<file path="src/sv/msfd_pkg.sv">
// ----------------------------------------------------------------------------
// msfd_pkg: shared types and constants for the multi-session frame deframer
// Beat payload structs, parse phases, result kinds and sync byte values.
// ----------------------------------------------------------------------------
package msfd_pkg;

    localparam int SESSIONS = 16;
    localparam int IDX_W    = (SESSIONS > 1) ? $clog2(SESSIONS) : 1;

    localparam logic [7:0] SYNC_FIRST  = 8'hFE;
    localparam logic [7:0] SYNC_SECOND = 8'hEF;

    localparam logic OP_BYTE  = 1'b0;
    localparam logic OP_ABORT = 1'b1;

    typedef enum logic [2:0] {
        PH_HUNT   = 3'd0,
        PH_SYNC2  = 3'd1,
        PH_OLEN_H = 3'd2,
        PH_OLEN_L = 3'd3,
        PH_OPTION = 3'd4,
        PH_DLEN_H = 3'd5,
        PH_DLEN_L = 3'd6,
        PH_DATA   = 3'd7
    } t_phase;

    typedef enum logic [1:0] {
        KIND_OPTION = 2'd0,
        KIND_DATA   = 2'd1,
        KIND_EMPTY  = 2'd2
    } t_kind;

    typedef struct packed {
        logic       op;
        logic [3:0] session;
        logic [7:0] rx_byte;
    } t_in;

    typedef struct packed {
        logic [3:0] out_session;
        logic [7:0] payload_byte;
        logic [1:0] kind;
        logic       frame_end;
    } t_out;

    // Per-session context held in the state memory.
    typedef struct packed {
        t_phase      phase;
        logic [15:0] remaining;
        logic [7:0]  len_hi;
    } t_entry;

endpackage

</file>
<file path="src/sv/multi_session_frame_deframer.sv">
// ----------------------------------------------------------------------------
// multi_session_frame_deframer
// Length-prefixed frame parser with one context per session, kept in a
// single-port-write, registered-read state memory.
// ----------------------------------------------------------------------------
// Path: a result beat passes through the memory read register, then is updated
// into the output register; a stalled output holds it back in between.
// Throughput: one beat per cycle while the output is not stalled, any mix of sessions; the back-to-back
// read-after-write on one session is covered by forwarding the last write.
// Reset: synchronous, active low; per-entry valid flags make every session
// read as hunting with zero counts, so no clearing pass is needed.
module multi_session_frame_deframer (
    input  logic          i_clk,
    input  logic          i_rst_n,
    input  logic          i_in_valid,
    output logic          o_in_stall,
    input  msfd_pkg::t_in i_in_data,
    output logic          o_out_valid,
    input  logic          i_out_stall,
    output msfd_pkg::t_out o_out_data
);
    import msfd_pkg::*;

    t_entry r_mem [SESSIONS];
    t_entry r_rd;
    logic [SESSIONS-1:0] r_vbits;

    logic             r_s1_vld;
    logic [IDX_W-1:0] r_s1_idx;
    t_in              r_s1_in;

    logic             r_wr_vld;
    logic [IDX_W-1:0] r_wr_idx;
    t_entry           r_wr_data;

    logic r_out_vld;
    t_out r_out;

    logic [7:0]       sess_ext;
    logic [IDX_W-1:0] in_idx;
    logic             in_range;
    logic             in_acc;
    logic             s1_adv;
    logic             wr_en;
    t_entry           cur;
    t_entry           nxt;
    logic [15:0]      rem_dec;
    logic [15:0]      len_full;
    logic             emit;
    t_out             res;

    assign sess_ext = 8'(i_in_data.session);
    assign in_idx   = sess_ext[IDX_W-1:0];
    assign in_range = 9'(i_in_data.session) < 9'(SESSIONS);

    assign s1_adv     = r_s1_vld && (!r_out_vld || !i_out_stall);
    assign o_in_stall = r_s1_vld && !s1_adv;
    assign in_acc     = i_in_valid && !o_in_stall;
    assign wr_en      = s1_adv;

    // Current context: last write wins, then memory, then reset value.
    always_comb begin
        if (r_wr_vld && (r_wr_idx == r_s1_idx)) begin
            cur = r_wr_data;
        end else if (r_vbits[r_s1_idx]) begin
            cur = r_rd;
        end else begin
            cur = '{phase: PH_HUNT, remaining: 16'd0, len_hi: 8'd0};
        end
    end

    assign rem_dec  = cur.remaining - 16'd1;
    assign len_full = {cur.len_hi, r_s1_in.rx_byte};

    always_comb begin
        nxt  = cur;
        emit = 1'b0;
        res  = '{out_session: r_s1_in.session, payload_byte: r_s1_in.rx_byte,
                 kind: KIND_OPTION, frame_end: 1'b0};
        if (r_s1_in.op == OP_ABORT) begin
            nxt = '{phase: PH_HUNT, remaining: 16'd0, len_hi: 8'd0};
        end else begin
            unique case (cur.phase)
                PH_HUNT: begin
                    if (r_s1_in.rx_byte == SYNC_FIRST) nxt.phase = PH_SYNC2;
                end
                PH_SYNC2: begin
                    nxt.phase = (r_s1_in.rx_byte == SYNC_SECOND) ? PH_OLEN_H : PH_HUNT;
                end
                PH_OLEN_H, PH_DLEN_H: begin
                    nxt.len_hi = r_s1_in.rx_byte;
                    nxt.phase  = (cur.phase == PH_OLEN_H) ? PH_OLEN_L : PH_DLEN_L;
                end
                PH_OLEN_L: begin
                    nxt.remaining = len_full;
                    nxt.phase     = (len_full != 16'd0) ? PH_OPTION : PH_DLEN_H;
                end
                PH_OPTION: begin
                    nxt.remaining = rem_dec;
                    if (rem_dec == 16'd0) nxt.phase = PH_DLEN_H;
                    emit = 1'b1;
                end
                PH_DLEN_L: begin
                    nxt.remaining = len_full;
                    if (len_full == 16'd0) begin
                        nxt.phase        = PH_HUNT;
                        emit             = 1'b1;
                        res.payload_byte = 8'd0;
                        res.kind         = KIND_EMPTY;
                        res.frame_end    = 1'b1;
                    end else begin
                        nxt.phase = PH_DATA;
                    end
                end
                PH_DATA: begin
                    nxt.remaining = rem_dec;
                    emit          = 1'b1;
                    res.kind      = KIND_DATA;
                    if (rem_dec == 16'd0) begin
                        nxt.phase     = PH_HUNT;
                        res.frame_end = 1'b1;
                    end
                end
                default: nxt = cur;
            endcase
        end
    end

    // State memory: one write port, one registered read port.
    always_ff @(posedge i_clk) begin
        if (wr_en) begin
            r_mem[r_s1_idx] <= nxt;
        end
        if (in_acc) begin
            r_rd <= r_mem[in_idx];
        end
    end

    always_ff @(posedge i_clk) begin
        if (!i_rst_n) begin
            r_vbits   <= '0;
            r_s1_vld  <= 1'b0;
            r_wr_vld  <= 1'b0;
            r_out_vld <= 1'b0;
        end else begin
            if (wr_en) begin
                r_vbits[r_s1_idx] <= 1'b1;
            end
            if (in_acc) begin
                r_s1_vld <= in_range;
                r_wr_vld <= wr_en;
            end else if (s1_adv) begin
                r_s1_vld <= 1'b0;
            end
            if (s1_adv && emit) begin
                r_out_vld <= 1'b1;
            end else if (!i_out_stall) begin
                r_out_vld <= 1'b0;
            end
        end
    end

    always_ff @(posedge i_clk) begin
        if (in_acc) begin
            r_s1_idx  <= in_idx;
            r_s1_in   <= i_in_data;
            r_wr_idx  <= r_s1_idx;
            r_wr_data <= nxt;
        end
        if (s1_adv && emit) begin
            r_out <= res;
        end
    end

    assign o_out_valid = r_out_vld;
    assign o_out_data  = r_out;

endmodule

</file>
<file path="config.mk">
export PLATFORM = sky130hd
export DESIGN_NAME = multi_session_frame_deframer
export DESIGN_NICKNAME = d
export VERILOG_FILES = /design/src/sv/msfd_pkg.sv /design/src/sv/multi_session_frame_deframer.sv
export SDC_FILE = /design/constraint.sdc
export NUM_CORES = 1
export LEC_CHECK = 0
export ABC_AREA = 1
export BUFFER_PORTS_ARGS = -buffer_cell sky130_fd_sc_hd__buf_2
export CAP_MARGIN = 20
export CORE_UTILIZATION = 56
export DETAILED_ROUTE_END_ITERATION = 10
export PLACE_DENSITY_LB_ADDON = 0.3
export SETUP_SLACK_MARGIN = 0.2
export SLEW_MARGIN = 0
export SYNTH_ARGS = -nofsm -noshare
export SYNTH_HDL_FRONTEND = slang
export SYNTH_SLANG_ARGS = --single-unit
</file>
<file path="constraint.sdc">
create_clock -name i_clk -period 3.2 [get_ports i_clk]
set_input_delay 0.96 -clock i_clk [delete_from_list [all_inputs] [get_ports i_clk]]
set_output_delay 0.96 -clock i_clk [all_outputs]
set_load 0.05 [all_outputs]
</file>
# ---- After elaboration in Yosys (flattened, before gate mapping)
# Memory sizes are Yosys's and may differ from the RTL's. A register that Yosys moved wholly into a read port is not among the register bits.
# Index checks and enable logic that the tools add are counted.
dict set report totals {
  out_inout_bits 17
  word_cells 81
  mem_count 1
  inputBits 17
  ram_bits 432
  ff_bits 78
}
dict set report op_classes {
  bitwise_logic 1
  addsub 1
  reduce_logical 19
  n_eq_ne 11
  muxes 31
  order_cmp 2
}
# memory words width read_ports rd_clocked_by_memory_dff wr line_no
set mem_list {}
lappend mem_list {r_mem 16 27 1 1 1 multi_session_frame_deframer.sv:24} ;# t_entry r_mem [SESSIONS];
# op n
set ops {}
lappend ops {{2-to-1 mux 27 bit} 3}
lappend ops {{logical NOT 16 bit} 2}
lappend ops {{case mux 16 bit (2 select lines)} 1}
lappend ops {{2-to-1 mux 11 bit} 2}
lappend ops {{case mux 3 bit (7 select lines)} 1}
lappend ops {{equality test 8 bit, second input constant} 2}
lappend ops {{2-to-1 mux 8 bit} 2}
lappend ops {{bitwise OR 16 bit} 1}
lappend ops {{nonzero test 16 bit} 1}
lappend ops {{subtractor 16 x 1 -> 16 bit, second input constant} 1}
lappend ops {{2-to-1 mux 3 bit} 5}
lappend ops {{equality test 3 bit, second input constant} 4}
lappend ops {{2-to-1 mux 1 bit} 12}
lappend ops {{equality test 3 x 2 -> 1 bit, second input constant} 2}
lappend ops {{logical AND 1 bit} 6}
lappend ops {{case mux 3 bit (2 select lines)} 1}
lappend ops {{OR reduction 2 bit} 3}
lappend ops {{< comparator 4 x 5 -> 1 bit, second input constant} 1}
lappend ops {{binary-select mux 1 bit (select 4 bit)} 1}
lappend ops {{demux 1 bit (select 4 bit)} 1}
lappend ops {{equality test 4 bit} 1}
lappend ops {{>= comparator 4 x 1 -> 1 bit, second input constant} 1}
lappend ops {{logical NOT 1 bit} 4}
lappend ops {{equality test 3 x 1 -> 1 bit, second input constant} 1}
lappend ops {{6 further kinds} 6}

# ---- Longest topological paths before layout
dict set report depth {
  ltp_word 10
  depth_mapped 26
}

# ---- Worst setup path after synthesis
# OpenSTA, ideal clock, no wires.
dict set report synth_path {
  path_kind {flip-flop to flip-flop}
  from {reg, netlist name r_s1_in[8]}
  to {mem r_mem[0][24] (netlist name) (data pin)}
  setup_slack_ps -145
  stages_incl_launch_ff 25
  t_required_ps 2919
  path_buffers 2
  t_arrival_ps 3064
  setup_time_ps 281
  period_less_slack_ps 3345
  cell_sequence {edfxtp_1 > buf_4 > nand2_1 > nand2_1 > nand2_1 > nand2_1 > nand2_2 > nand2_4 > nor2_8 > buf_6 > nor2_2 > nor2_8 > ha_1 > nand3_1 > nor2_4 > nand3_2 > nand2_1 > nand3_1 > nor2_1 > nand2_1 > nor2_1 > nand3_1 > nand2_1 > nor2_1 > nor2_1}
}
# element line_no
set synth_lines {}
lappend synth_lines {{to (decl)} multi_session_frame_deframer.sv:24}

==> summary.txt <==
Synth
  • Total of warnings raised by yosys: 0
  • Most numerous cell in the Yosys netlist: edfxtp_1
  • Unique cell type count in the Yosys netlist: 45
  • Number of synthesized flops with an enable pin: 518
  • Top-area cell type share of the netlist area: 68.6%
  • Largest cells by area after synthesis: edfxtp_1, mux2i_1, o211ai_1
  • Syn_nets: 1821
  • Register area share after synthesis: 70.3%
  • Mean post-synth cell area: 12.6 sq um
  • Synthesis-stage register bit count: 537
  • Ys flop type: edfxtp_1
  • Post-Syn Instances: 1802
  • Post-Syn Area: 22700 sq um
  • Top cells by count, synth: edfxtp_1, nand2_1, inv_1, o21ai_0, nor2_1
  • Synth area leader: edfxtp_1
  • Post-synth ARST share: 0%

Timing
  • Worst hold slack: 0.479 ns
  • Worst slew margin: 48.0%
  • Slew Viols, Final: 0
  • Fin crit share: 106%
  • Final Hold Fails: 0
  • Unrepaired setup endpoints after global routing: true
  • Max frequency: 296 MHz
  • Worst Setup Slack, final: -0.183 ns
  • Min Tclk post-route: 3.38 ns
  • Slew @ Worst Pin: 0.780 ns
  • Final setup fails: 138
  • Clk_skew: 0.0135 ns

Detailed routing
  • DR WL/cell: 23.0 um
  • Via count: 14900
  • Post-Route WL: 58200 um
  • 1st-iter DRT viols: 1564
  • DR vias/cell: 5.90
  • Post-route DRC: 0
  • Post-route antenna net violation count: 0
  • DR pass1 iterations: 7

Floorplan
  • Core ar.: 39800 sq um
  • Die H: 203 um
  • Die area: 41300 sq um
  • Row count: 73
  • Initial Utilization: 56.9%
  • Die Wd: 203 um
  • Top Ports: 34

Global routing
  • All-Layer GR Usage: 28.7%
  • GR Overflow Total: 0
  • Antenna violations before repair: 0
  • Largest net degree at the start of global routing: 103
  • Number of global-route vias before repair: 14600
  • Global-route wire length before repair: 87500 um

Power and ir drop
  • Worst ir drop on vdd: 0.491 mV
  • Int Pwr: 11.5 mW
  • P_leak: 10.3 nW
  • Sw frac: 22.4%
  • Logic pwr share: 6.5%
  • Clock power frac: 40.5%
  • Pwr Density: 548 nW/um^2
  • Reg power frac: 53.0%
  • P_sw: 3.30 mW

Hold path
  • Hold path depth: 2
  • Hold WC Path Type: reg -> reg

Place
  • Number of buffers inserted by port buffering: 33
  • Final Wtd Congestion: 0.945
  • Hpwl dp: 34100 um

Setup path
  • CP Launch Type: flop
  • CP max FO: 17
  • Crit-path cells: buf_6, nand2_1, o21ai_2, nor2_2, nand3b_4, buf_6, nand2_2, nor2_2, nor2_4, ha_4, nand3_4, nor2_4, nand3_4, nor2_4, nand2_1, nand2_1, nand2_1, nor2_1, nand3_1, nand2_2, nand2_2, nor2_4, nor2_4, buf_12
  • Most used cell, CP: nor2_4
  • Worst setup path startpoint: r_s1_in[8]
  • CP Data Arrival Time: 3.75 ns
  • Reg2reg end: r_mem[8][24]
  • CP required: 3.56 ns
  • CP endpoint kind: flop
  • FF-to-FF setup slack: -0.18 ns
  • CP peak stage delay: 0.48 ns
  • R2r worst-path depth: 24
  • Crit Path Class: reg -> reg
  • Crit path max-delay cell type: edfxtp_1
  • Crit path to: r_mem[8][24]
  • RR Startpoint: r_s1_in[8]

Finish
  • Final Util: 67.7%
  • Area Overhead vs Synth: 19.0%
  • # nets final: 1979
  • Share of layout cells above drive strength 1: 20.6%
  • N_diodes: 0

Outcome
  • Status: finished, violations left
  • Failing checks: negative setup slack

Clock tree
  • Root Buffer: clkbuf_16
  • Num Clock Sinks: 537
  • Later-pin clock latency in the skew report: 0.61 ns
  • CTS tree: done
  • Htree depth: 2
  • Clock-pin slew on the worst setup and hold paths: 0.06 ns
  • CTS max path bufs: 3
  • Clock buffer count from CTS: 54

Flow run
  • Maximum capacitance violations: 0
-- metrics by stage --
| stage | cell area [sq um] | setup TNS (ns) | power (mW) | setup WS, ns | cells |
|---|---|---|---|---|---|
| 2_1_floorplan | 22800 | 0 | 8.51 | 0.106 | 1802 |
| 3_3_place_gp | 24900 | -5.68 | 8.86 | -0.101 | 2406 |
| 5_1_grt | 27000 | -48.77 | 15.2 | -0.382 | 2528 |
| 4_1_cts | 26800 | -1.72 | 14.8 | -0.105 | 2519 |
| 6_report | 27000 | -9.68 | 14.8 | -0.183 | 2528 |
| 3_5_place_dp | 24900 | -17.84 | 8.88 | -0.181 | 2406 |
-- power by group through the flow --
stage | Sequential (mW) | Combinational [mW] | Clock [mW]
final | 7.84 | 0.955 | 5.98
after global routing | 7.84 | 1.04 | 6.34
after CTS | 7.83 | 0.932 | 6.07
after detailed placement | 7.98 | 0.900 | 0
after global placement | 7.98 | 0.884 | 0
after floorplan | 7.96 | 0.554 | 0
-- placed cells by master (no fill, tap or decap), drive strengths merged, types with 20 or more instances in the layout --
cell,n
edfxtp,518
nand2,227
buf,202
inv,185
o21ai,149
nor2,149
a21oi,118
mux2i,108
o211ai,108
nand3,71
clkbuf,65
clkinv,30
a31oi,20
-- cells by family (layout without fill, tap and decap cells) --
logic type	after synthesis	in the layout	synth area share [%]
muxes	108	108	4.77
xor gates and xnor gates	2	2	0.0773
AOI/OAI and AO/OA	409	409	10.8
and+or+nand+nor	458	458	8.95
adders and majority gates	2	2	0.110
buffers and inverters	286	487	5.01
DFF	537	537	70.3
-- area by class of cell --
type	count	area (sq um)
fill	2819	12800
clock inverter	34	283
sequential	537	15900
tap	525	657
multi-input combinational	979	6010
timing repair inverter	1	6.26
timing repair buffer	202	1980
clock buffer	65	1390
inverter	185	709
-- routing by layer --
| metal | global-route usage (%) | vias to the layer above | part of all wire [%] |
|---|---|---|---|
| met3 | 4.60 | 135 | 7.6 |
| met1 | 38.9 | 7307 | 41 |
| met4 | 11.7 | 0 | 3.7 |
| li1 | - | 6804 | - |
| met2 | 46.8 | 666 | 48 |
| met5 | 0 | - | 0 |
-- repair_timing --
action	in CTS	in global routing
hold buffers	0	0
endpoints found under the setup margin	220	458
pin swaps	17	18
cloned	1	1
setup buffers	13	8
gates resized for setup	34	28
-- worst max-delay path: cells and delay by family (launching register included) --
kind                     cells  cell delay, ns
AO/OA/AOI/OAI                1            0.05
adder cells (fa/ha/maj)      1            0.17
buffers and inverters        3            0.47
flip-flops                   1            0.48
AND/OR/NAND/NOR             19            1.97
-- worst min path at each step --
| stage | slack (ns) | from | endpoint |
|---|---|---|---|
| after floorplan | 0.44 | r_s1_in[9] | o_out_data[12] |
| final | 0.48 | r_vbits[5] | r_vbits[5] |
| after detailed placement | 0.47 | r_vbits[5] | r_vbits[5] |
| after global routing | 0.52 | i_in_data[6] | len_full[6] |
| after global placement | 0.47 | r_vbits[14] | r_vbits[14] |
| after CTS | 0.48 | r_vbits[5] | r_vbits[5] |
-- flip-flops by register name, indices dropped and copies added (netlist names) --
signal and flops:
r_s1_in 5, r_rd 27, r_mem 432, len_full 8
r_s1_vld 1, r_wr_idx 4, r_wr_vld 1, r_wr_data 27
o_out_valid 1, r_vbits 16, o_out_data 15
Note: power is estimated with default switching activity, not from simulation.
